--- src/rtl/core/ppq_pkg.sv ---
// Shared types and constants for the priority process queue.
// Holds the entry, command and control structs used by the cell chain and the top level.
// No dependencies.
package ppq_pkg;

  localparam int QW = 2;              // queue selector width
  localparam int PW = 8;              // priority width
  localparam int IW = 5;              // process id width
  localparam int DEPTH_DEF = 32;
  localparam int NUM_QUEUES_DEF = 4;

  typedef enum logic [1:0] {
    K_INSERT  = 2'd0,
    K_PEEK    = 2'd1,
    K_RM_HEAD = 2'd2,
    K_RM_ID   = 2'd3
  } kind_t;

  typedef enum logic [1:0] {
    STAT_OK   = 2'd0,
    STAT_MISS = 2'd1,
    STAT_FULL = 2'd2,
    STAT_DUP  = 2'd3
  } status_t;

  typedef struct packed {
    logic          valid;
    logic [QW-1:0] queue;
    logic [PW-1:0] prio;
    logic [IW-1:0] id;
  } entry_t;

  typedef struct packed {
    kind_t         kind;
    logic [QW-1:0] queue;
    logic [IW-1:0] id;
    logic [PW-1:0] prio;
  } cmd_t;

  // Broadcast to every cell in the update cycle.
  typedef struct packed {
    logic apply;
    logic ins_ok;
    logic rm_ok;
    cmd_t cmd;
  } ctl_t;

endpackage

--- src/rtl/core/ppq_cell.sv ---
// One cell of the sorted queue chain: holds one entry and its match flags.
// Shifts toward either neighbor on insert or removal. Depends on ppq_pkg.
module ppq_cell (
  input  logic            clk,
  input  logic            rst,
  input  ppq_pkg::cmd_t   cmd_in,
  input  logic            load,
  input  ppq_pkg::ctl_t   ctl,
  input  ppq_pkg::entry_t left,
  input  ppq_pkg::entry_t right,
  output ppq_pkg::entry_t entry,
  input  logic            before_in,
  output logic            before_out,
  output logic            dup,
  output logic            qmatch,
  output logic            first
);
  import ppq_pkg::*;

  entry_t ent;
  logic   f_dup;
  logic   f_qm;
  logic   f_ins;
  logic   f_idq;
  logic   hit;
  logic   reach;
  logic   in_q;
  entry_t fresh;

  assign in_q = ent.valid && (ent.queue == cmd_in.queue);

  // Compare against the incoming transaction as it is accepted.
  always_ff @(posedge clk) begin
    if (load) begin
      f_dup <= ent.valid && (ent.id == cmd_in.id);
      f_qm  <= in_q;
      f_ins <= (in_q && (ent.prio < cmd_in.prio)) || !ent.valid;
      f_idq <= in_q && (ent.id == cmd_in.id);
    end
  end

  always_comb begin
    case (ctl.cmd.kind)
      K_INSERT: hit = f_ins;
      K_RM_ID:  hit = f_idq;
      default:  hit = f_qm;
    endcase
  end

  assign reach      = before_in | hit;
  assign before_out = reach;
  assign first      = hit & ~before_in;
  assign dup        = f_dup;
  assign qmatch     = f_qm;
  assign entry      = ent;

  assign fresh = '{valid: 1'b1, queue: ctl.cmd.queue, prio: ctl.cmd.prio, id: ctl.cmd.id};

  always_ff @(posedge clk) begin
    if (rst) begin
      ent.valid <= 1'b0;
    end else if (ctl.apply && reach) begin
      if (ctl.ins_ok) begin
        ent <= first ? fresh : left;
      end else if (ctl.rm_ok) begin
        ent <= right;
      end
    end
  end

endmodule

--- src/rtl/core/priority_process_queue.sv ---
// Top level of the priority process queue: stream ports, sequencer and cell chain.
// Instantiates DEPTH ppq_cell cells; depends on ppq_pkg.
//
//  channel | dir | fields (low bit up)                                     | handshake
//  s_*     | in  | tuser: kind; tdata: queue_select, process_id, priority  | s_tvalid/s_tready
//  m_*     | out | tuser: status; tdata: result_id, queue_empty            | m_tvalid/m_tready
//
// Each transaction is latched as it is accepted, which also registers every cell's compare
// flags; the update state then resolves the first hit along the cell chain and shifts the chain.
// A new transaction is taken while a result waits in the output register; the update
// cycle holds only while that register is still full.
// Reset (rst, synchronous) clears all cell valid bits and the sequencer; no clearing pass.
module priority_process_queue #(
  parameter int DEPTH      = ppq_pkg::DEPTH_DEF,
  parameter int NUM_QUEUES = ppq_pkg::NUM_QUEUES_DEF
) (
  input  logic        clk,
  input  logic        rst,
  input  logic        s_tvalid,
  output logic        s_tready,
  input  logic [15:0] s_tdata,   // queue_select[1:0], process_id[6:2], priority_req[14:7]
  input  logic [1:0]  s_tuser,   // kind[1:0]
  output logic        m_tvalid,
  input  logic        m_tready,
  output logic [7:0]  m_tdata,   // result_id[4:0], queue_empty[5]
  output logic [1:0]  m_tuser    // status[1:0]
);
  import ppq_pkg::*;

  typedef enum logic [1:0] {
    ST_IDLE = 2'b01,
    ST_EVAL = 2'b10
  } state_t;

  state_t        state;
  cmd_t          cmd_in;
  cmd_t          cmd;
  ctl_t          ctl;
  logic          accept;
  logic          out_free;
  logic          dup_any;
  logic          full;
  logic          hit_any;
  logic          ins_ok;
  logic          rm_ok;
  logic          others;
  logic [IW-1:0] head_id;
  logic [IW-1:0] rid;
  status_t       status;

  entry_t             entries [DEPTH];
  logic [DEPTH:0]     chain;
  logic [DEPTH-1:0]   dup_v;
  logic [DEPTH-1:0]   qm_v;
  logic [DEPTH-1:0]   first_v;
  logic [DEPTH-1:0]   valid_vec;

  // Fold an out-of-range selector back into the queue range.
  function automatic logic [QW-1:0] fold_queue(input logic [QW-1:0] sel);
    logic [QW-1:0] q;
    q = sel;
    for (int i = 0; i < (1 << QW); i++) begin
      if (int'(q) >= NUM_QUEUES) q = q - QW'(NUM_QUEUES);
    end
    return q;
  endfunction

  assign cmd_in.kind  = kind_t'(s_tuser);
  assign cmd_in.queue = fold_queue(s_tdata[1:0]);
  assign cmd_in.id    = s_tdata[6:2];
  assign cmd_in.prio  = s_tdata[14:7];

  assign s_tready = (state == ST_IDLE);
  assign accept   = s_tvalid && s_tready;
  assign out_free = !m_tvalid || m_tready;

  always_ff @(posedge clk) begin
    if (rst) begin
      state <= ST_IDLE;
    end else begin
      unique case (state)
        ST_IDLE: if (accept) state <= ST_EVAL;
        ST_EVAL: if (out_free) state <= ST_IDLE;
        default: state <= ST_IDLE;
      endcase
    end
  end

  always_ff @(posedge clk) begin
    if (accept) cmd <= cmd_in;
  end

  assign chain[0] = 1'b0;

  genvar gi;
  generate
    for (gi = 0; gi < DEPTH; gi++) begin : g_cell
      entry_t lft;
      entry_t rgt;
      if (gi == 0) begin : g_first
        assign lft = '0;
      end else begin : g_mid_l
        assign lft = entries[gi-1];
      end
      if (gi == DEPTH - 1) begin : g_last
        assign rgt = '0;
      end else begin : g_mid_r
        assign rgt = entries[gi+1];
      end
      ppq_cell u_cell (
        .clk        (clk),
        .rst        (rst),
        .cmd_in     (cmd_in),
        .load       (accept),
        .ctl        (ctl),
        .left       (lft),
        .right      (rgt),
        .entry      (entries[gi]),
        .before_in  (chain[gi]),
        .before_out (chain[gi+1]),
        .dup        (dup_v[gi]),
        .qmatch     (qm_v[gi]),
        .first      (first_v[gi])
      );
      assign valid_vec[gi] = entries[gi].valid;
    end
  endgenerate

  assign dup_any = |dup_v;
  assign full    = valid_vec[DEPTH-1];
  assign hit_any = chain[DEPTH];
  assign ins_ok  = (cmd.kind == K_INSERT) && !dup_any && !full;
  assign rm_ok   = ((cmd.kind == K_RM_HEAD) || (cmd.kind == K_RM_ID)) && hit_any;

  assign ctl.apply  = (state == ST_EVAL) && out_free;
  assign ctl.ins_ok = ins_ok;
  assign ctl.rm_ok  = rm_ok;
  assign ctl.cmd    = cmd;

  always_comb begin
    head_id = '0;
    for (int i = 0; i < DEPTH; i++) begin
      if (first_v[i]) head_id = head_id | entries[i].id;
    end
  end

  // Queue still holds an entry after the operation unless the only one is removed.
  assign others = |(qm_v & ~(first_v & {DEPTH{rm_ok}}));

  always_comb begin
    status = STAT_MISS;
    rid    = '0;
    case (cmd.kind)
      K_INSERT: begin
        if (dup_any)   status = STAT_DUP;
        else if (full) status = STAT_FULL;
        else           status = STAT_OK;
      end
      K_RM_ID: begin
        if (hit_any) begin
          status = STAT_OK;
          rid    = cmd.id;
        end
      end
      default: begin
        if (hit_any) begin
          status = STAT_OK;
          rid    = head_id;
        end
      end
    endcase
  end

  always_ff @(posedge clk) begin
    if (rst) begin
      m_tvalid <= 1'b0;
    end else if (ctl.apply) begin
      m_tvalid <= 1'b1;
    end else if (m_tready) begin
      m_tvalid <= 1'b0;
    end
  end

  always_ff @(posedge clk) begin
    if (ctl.apply) begin
      m_tuser <= status;
      m_tdata <= {2'b00, !(ins_ok || others), rid};
    end
  end

  a_one_in_flight: assert property (@(posedge clk) disable iff (rst)
    (s_tvalid && s_tready) |=> !s_tready)
    else $error("transaction accepted during update cycle");

  a_result_from_eval: assert property (@(posedge clk) disable iff (rst)
    $rose(m_tvalid) |-> $past(state == ST_EVAL))
    else $error("result produced outside update cycle");

  a_chain_packed: assert property (@(posedge clk) disable iff (rst)
    ((valid_vec + DEPTH'(1)) & valid_vec) == '0)
    else $error("cell chain not packed");

  a_rid_zero_on_fail: assert property (@(posedge clk) disable iff (rst)
    (m_tvalid && (m_tuser != STAT_OK)) |-> (m_tdata[IW-1:0] == '0))
    else $error("nonzero id on failed operation");

endmodule
--- config.mk ---
export PLATFORM = sky130hd
export DESIGN_NAME = priority_process_queue
export DESIGN_NICKNAME = d
export VERILOG_FILES = /design/src/rtl/core/ppq_pkg.sv /design/src/rtl/core/ppq_cell.sv /design/src/rtl/core/priority_process_queue.sv
export SDC_FILE = /design/constraint.sdc
export NUM_CORES = 2
export LEC_CHECK = 0
export BUFFER_PORTS_ARGS = -buffer_cell sky130_fd_sc_hd__buf_2
export CAP_MARGIN = 40
export CELL_PAD_IN_SITES_DETAIL_PLACEMENT = 0
export CELL_PAD_IN_SITES_GLOBAL_PLACEMENT = 1
export CORE_MARGIN = 10
export CORE_UTILIZATION = 45
export CTS_CLUSTER_DIAMETER = 60
export DETAILED_ROUTE_END_ITERATION = 10
export PLACE_DENSITY = 0.76
export SLEW_MARGIN = 20
export SYNTH_ARGS = -nofsm -noshare
export SYNTH_HDL_FRONTEND = slang
export SYNTH_SLANG_ARGS = --single-unit
--- constraint.sdc ---
create_clock -name clk -period 5.22 [get_ports clk]
set_input_delay 1.044 -clock clk [delete_from_list [all_inputs] [get_ports clk]]
set_output_delay 1.044 -clock clk [all_outputs]
set_load 0.02 [all_outputs]
Word level (Yosys, flattened, before mapping)
Cells that the tools add are included.
W data, S select, Z words.
{ "classes": {"order_cmp": 32, "n_mux": 172, "bitwise_logic": 128, "n_reduce_logical": 305, "n_eq_ne": 70} }
{ "op_table": {"columns": ["op", "n"], "rows": [
  ["$mux W16", 96],
  ["$lt A8 B8 Y1", 32],
  ["$mux W5", 34],
  ["$logic_and A1 B1 Y1", 165],
  ["$eq A5 B5 Y1", 32],
  ["$or A5 B5 Y5", 31],
  ["$reduce_and A3 Y1", 32],
  ["$reduce_and A2 Y1", 33],
  ["$and A32 B32 Y32", 2],
  ["$eq A2 B2 Y1", 32],
  ["$pmux W1 S2", 32],
  ["$reduce_or A32 Y1", 2],
  ["$logic_not A1 Y1", 35],
  ["$logic_or A1 B1 Y1", 35],
  ["$not A1 Y1", 32],
  ["$not A32 Y32", 1],
  ["$and A1 B1 Y1", 31],
  ["$or A1 B1 Y1", 31],
  ["$mux W2", 5],
  ["$pmux W5 S2", 1],
  ["$eq A2 B2 Y1 const B", 3],
  ["$pmux W2 S2", 1],
  ["$reduce_bool A2 Y1", 2],
  ["$mux W1", 3],
  ["4 further kinds", 4]
]} }
{ "word_totals": {"output_inout_bits": 12, "elab_cells": 971, "regBits": 668, "in_bits": 22} }

Logic depth before layout (Yosys ltp)
{ "logic_depth": {"depth_word": 67, "ltp_mapped": 18, "mapped_depth_nobuf": 11} }

Cells and area by module
Synthesis repeated with hierarchy kept, for this count alone.
{ "hier_totals": {"hier_cells": 4257, "area_unflattened_um2": 44023.5} }
{ "by_module_without_submodules": {"columns": ["mod", "seq_area_each_um2", "cells_per_inst", "area_per_inst_um2", "n_inst"], "rows": [
  ["ppq_cell at g_cell[0].u_cell ...", 590.6, 126, 1307.5, 16],
  ["ppq_cell at g_cell[24].u_cell ...", 590.6, 126, 1306.3, 16],
  ["priority_process_queue", 810.8, 225, 2203.4, 1]
]} }

Worst setup path before layout
No wires, ideal clock.
{ "synth_path": {"path_kind": "input to register", "start": "input s_tvalid", "end": "register state[0]", "t_arrival_ps": 4837, "required_ps": 5105, "path_buffers": 0, "stages": 3, "setup_ps": 115, "setup_slack_ps": 268, "cell_sequence": "and2_1 -> o21a_1 -> inv_1"} }
{ "synth_between": {"elab_chain_len": 3} }
{ "synth_lines": {"columns": ["element", "line_no", "source"], "rows": [
  ["start: declaration", "priority_process_queue.sv:19", "input logic s_tvalid,"],
  ["$logic_and A1 B1 Y1", "priority_process_queue.sv:74", "assign accept = s_tvalid && s_tready;"],
  ["$ne A2 B1 Y1 (no line)", null, null],
  ["$reduce_and A2 Y1 (no line)", null, null],
  ["end signal: assignment", "priority_process_queue.sv:79", "state <= ST_IDLE;"],
  ["end signal: assignment", "priority_process_queue.sv:82", "ST_IDLE: if (accept) state <= ST_EVAL;"],
  ["end signal: assignment", "priority_process_queue.sv:83", "ST_EVAL: if (out_free) state <= ST_IDLE;"],
  ["end: declaration", "priority_process_queue.sv:35", "state_t state;"]
]} }
Every way passes these cells.
A chain may end at the register's enable or synchronous reset.

Final worst setup path
{ "layout_path": {"start": "register cmd[15] (netlist name)", "end": "register m_tdata[5] (data pin)"} }
{ "layout_between": {"elab_chain_len": 40, "word_cells_on_any_way": 138, "cone_classes": "eq/ne (2); mux (32); bitwise (96); reduce/logical (8)"} }
{ "layout_lines": {"columns": ["element", "line_no", "source"], "rows": [
  ["start: declaration", "priority_process_queue.sv:37", "cmd_t cmd;"],
  ["start signal: assignment", "priority_process_queue.sv:90", "if (accept) cmd <= cmd_in;"],
  ["$eq A2 B2 Y1 or $logic_not A2 Y1 (tied branches)", "ppq_cell.sv:43, priority_process_queue.sv:133, priority_process_queue.sv:132", null],
  ["$pmux W1 S2", "ppq_cell.sv:43", "case (ctl.cmd.kind)"],
  ["$or A1 B1 Y1 (30 in a row)", "ppq_cell.sv:50", "assign reach = before_in | hit;"],
  ["$or A1 B1 Y1 or $not A1 Y1 (tied branches)", "ppq_cell.sv:50, ppq_cell.sv:52", null],
  ["$logic_and A1 B1 Y1 or $and A1 B1 Y1 (tied branches)", "priority_process_queue.sv:133, ppq_cell.sv:52", null],
  ["$and A32 B32 Y32", "priority_process_queue.sv:148", "assign others = |(qm_v & ~(first_v & {DEPTH{rm_ok}}));"],
  ["$not A32 Y32", "priority_process_queue.sv:148", null],
  ["$and A32 B32 Y32", "priority_process_queue.sv:148", null],
  ["$reduce_or A32 Y1", "priority_process_queue.sv:148", null],
  ["$logic_or A1 B1 Y1 (*)", "priority_process_queue.sv:187", "m_tdata <= {2'b00, !(ins_ok || others), rid};"],
  ["$logic_not A1 Y1 (*)", "priority_process_queue.sv:187", null],
  ["end signal: assignment", "priority_process_queue.sv:187", null],
  ["end: declaration", "priority_process_queue.sv:25", "output logic [7:0] m_tdata,"]
]} }
Every way passes the cells marked *; elsewhere a longest branch is shown, timed or not.

==> results.md <==
* Share of the synthesized area in the top cell type at 45.9%
* P_int at 9.62 mW
* Relative slew slack at 34.6%
* Drt drc at 0
* Yosys cell types at 73
* P_leak at 18.9 nW
* Synth Cell Area at 41400 µm²
* Clk pwr share at 44.7%
* Final hold vios at 0
* P_sw at 3.22 mW
* WP data arrival at 5.08 ns
* Fin util at 50.3%
* Post-CTS sizing at 0
* Max Freq at 217 MHz
* YS warnings at 0
* Clock Latency Late Sink at 0.66 ns
* Power per cell area at 279 nW/µm²
* Layout cell share with drive strength beyond 1 at 9.23%
* Status: finished clean
* Synthesized instance count at 3951
* Setup WS pre-CTS at 0.727 ns
* Cell area after layout at 46000 µm²
* Total CTS buffers at 81
* First-pass GRT wire length at 199000 µm
* Hold Path Origin: g_cell[28].u_cell.entry[15]$_SDFFE_PP0P_
* Total gr overflow at 0
* Post-synth ARST share at 0%
* Combinational power share at 9.0%
* CTS H-tree lvls at 3
* Max VDD drop at 211 µV
* GPL Wtd Cong at 0.966
* I/O Buffers at 30
* Worst-path clk slew at 0.07 ns
* Number of synthesized flops with an enable pin at 633
* Final setup fails at 0
* CP Capture Type: register
* Register area share after synthesis at 47.6%
* Synth area leaders: edfxtp_1, mux2i_1, ha_1, o21ai_0, nand2_1
* Vias post-DR at 31600
* Hold-fix buffers at CTS at 0
* Slew @ Worst Pin at 0.981 ns
* Hold Path Sink: g_cell[28].u_cell.f_ins$_DFFE_PP_
* Die W at 323 µm
* Post-Route WL at 133000 µm
* DR WL/cell at 25.7 µm
* R2r setup slk at 0.61 ns
* Initial antenna violation count at 1
* Average size of a mapped cell at 10.5 µm²
* Routed Antenna Nets at 0
* Total power at 12.8 mW
* Total core area at 91500 µm²
* All-Layer GR Usage at 25.0%
* Fill cells at 8373
* Fin Setup TNS at 0 ns
* Crit path required time at 5.69 ns
* Final critical-path required period at 4.61 ns
* Unrepaired setup endpoints after global routing: false
* IO Pins at 34
* Max-Cap Viols at 0
* DRT iter0 DRCs at 3519
* Clock root cell: clkbuf_16
* Die span in y at 323 µm
* Hpwl dp at 95200 µm
* Number of synthesized register bits at 668
* HP Class: register to register
* CTS tree: done
* Post-synth top area cell: edfxtp_1
* Avg Vias per Cell at 6.10
* Syn-to-layout area delta at 11.1%
* Bufs on Longest Clock Path at 3
* Worst Slack Setup Final at 0.608 ns
* R2R depth at 12
* Worst Path Max Fanout at 27
* CTS sink count at 668
* Placed Area at 43200 µm²
* Pin count of the biggest net entering global routing at 223
* Max Slew Vio Count at 0
* Post-CTS setup buffer count at 0
* Hold path cells at 1
* Part of the power in registers at 46.3%
* Worst r2r dst: m_tdata[5]$_DFFE_PP_
* Main synth FF type: edfxtp_1
* Row count at 111
* Drt pass-1 iters at 6
* Initial core utilization at 45.3%
* Critical path class: register to register
* R2r startpoint: cmd[15]$_DFFE_PP_
* Total die area at 105000 µm²
* Final net count at 4180
* Vias in the first global route at 31000
* CP Launch Type: register
* Final worst-path cycle share at 88.3%
* Switching part of the total at 25.1%
* Worst clock skew at 0.0394 ns
==> worst max path at each step <==
stage | from | to
5_1_grt | cmd[15]$_DFFE_PP_ | m_tdata[5]$_DFFE_PP_
3_3_place_gp | cmd[16]$_DFFE_PP_ | g_cell[8].u_cell.entry[6]$_DFFE_PP_
2_1_floorplan | s_tvalid | state[0]$_SDFFE_PP1P_
3_5_place_dp | cmd[15]$_DFFE_PP_ | m_tdata[5]$_DFFE_PP_
6_report | cmd[15]$_DFFE_PP_ | m_tdata[5]$_DFFE_PP_
4_1_cts | cmd[15]$_DFFE_PP_ | m_tdata[5]$_DFFE_PP_
==> placed cells by master, fill, tap and decap left out, types with 86 or more instances in the layout <==
master | netlist | routed
edfxtp_1 | 633 | 633
nor2_1 | 93 | 88
mux2i_1 | 457 | 457
a21oi_1 | 86 | 86
o21ai_0 | 496 | 496
a21o_1 | 164 | 164
nand2_1 | 553 | 553
buf_4 | 5 | 140
xnor2_1 | 160 | 160
ha_1 | 227 | 225
clkbuf_16 | 0 | 86
==> per-layer routing <==
layer,part of all wire [%],track usage (%)
met1,43,34.1
met4,3.0,7.68
met2,47,40.4
met3,7.8,4.32
met5,0.0090,0
==> synth_stat cells, types with 12 or more instances <==
master    count
a21o_1      164
a21oi_1      86
a221o_1      12
a221oi_1     29
a222oi_1     14
a22o_1       16
a22oi_1      25
buf_1        31
buf_2        41
clkbuf_1    210
dfxtp_1      35
edfxtp_1    633
ha_1        227
inv_1        86
mux2i_1     457
nand2_1     553
nand2b_1     41
nand3_1      81
nor2_1       93
nor2b_1      58
nor3_1       31
nor4_1       83
o211ai_1     16
o21ai_0     496
o31ai_1      47
o41ai_1      12
or3_1        19
xnor2_1     160
xor2_1       64
==> sequential cells by signal, summed over array words and instances (netlist names) <==
register,flops
g_cell.u_cell.qmatch,32
state,2
m_tdata,6
m_tuser,2
cmd,17
g_cell.u_cell.entry,512
g_cell.u_cell.dup,32
g_cell.u_cell.f_idq,32
g_cell.u_cell.f_ins,32
m_tvalid,1
==> logic make-up (layout without fill, tap and decap cells) <==
logic type	Yosys count	after routing	share of synthesized area, %
mux	457	457	11.0
simple gates	1018	1018	11.4
xor+xnor	224	224	4.74
compound gates	978	978	14.7
fa+ha+maj	227	227	6.86
other cells	1	4	0.00905
flops	668	668	47.6
buf+inv	378	425	3.67
==> stage by stage <==
step / instances / hold WS, ns
after detailed placement: 5027 / 0.491
final: 5187 / 0.499
after floorplan: 3952 / 0.458
after global routing: 5185 / 0.512
after global placement: 5022 / 0.482
after CTS: 5178 / 0.498
==> critical path: stages (launching register included) <==
cell and delay, ns:
edfxtp_1 0.37, inv_1 0.07, ha_2 0.69, buf_4 0.31, buf_4 0.34, a21oi_1 0.16, nor3_1 0.35, and4_1 0.50
nand2_1 0.30, a22o_1 0.35, nor4_1 0.39, nand4_1 0.25, nor4_1 0.32
==> power groups by stage <==
stage	sequential (mW)	clock (mW)	combinational, mW
detailed placement	6.05	0	1.12
CTS	5.94	5.82	1.13
global placement	6.06	0	1.10
finish	5.94	5.75	1.16
floorplan	6.03	0	0.736
global route	5.94	6.01	1.24
==> cell type report <==
cell class,count,area [µm²],share of cell area [%]
multi-input combinational,2906,20300,44.1
sequential,668,19700,42.8
clock buffer,115,2340,5.09
timing repair buffer,187,1520,3.31
tap,1186,1480,3.23
clock inverter,36,335,0.729
inverter,87,327,0.710
antenna,2,5.00,0.0109
(Power assumes the default switching activity.)
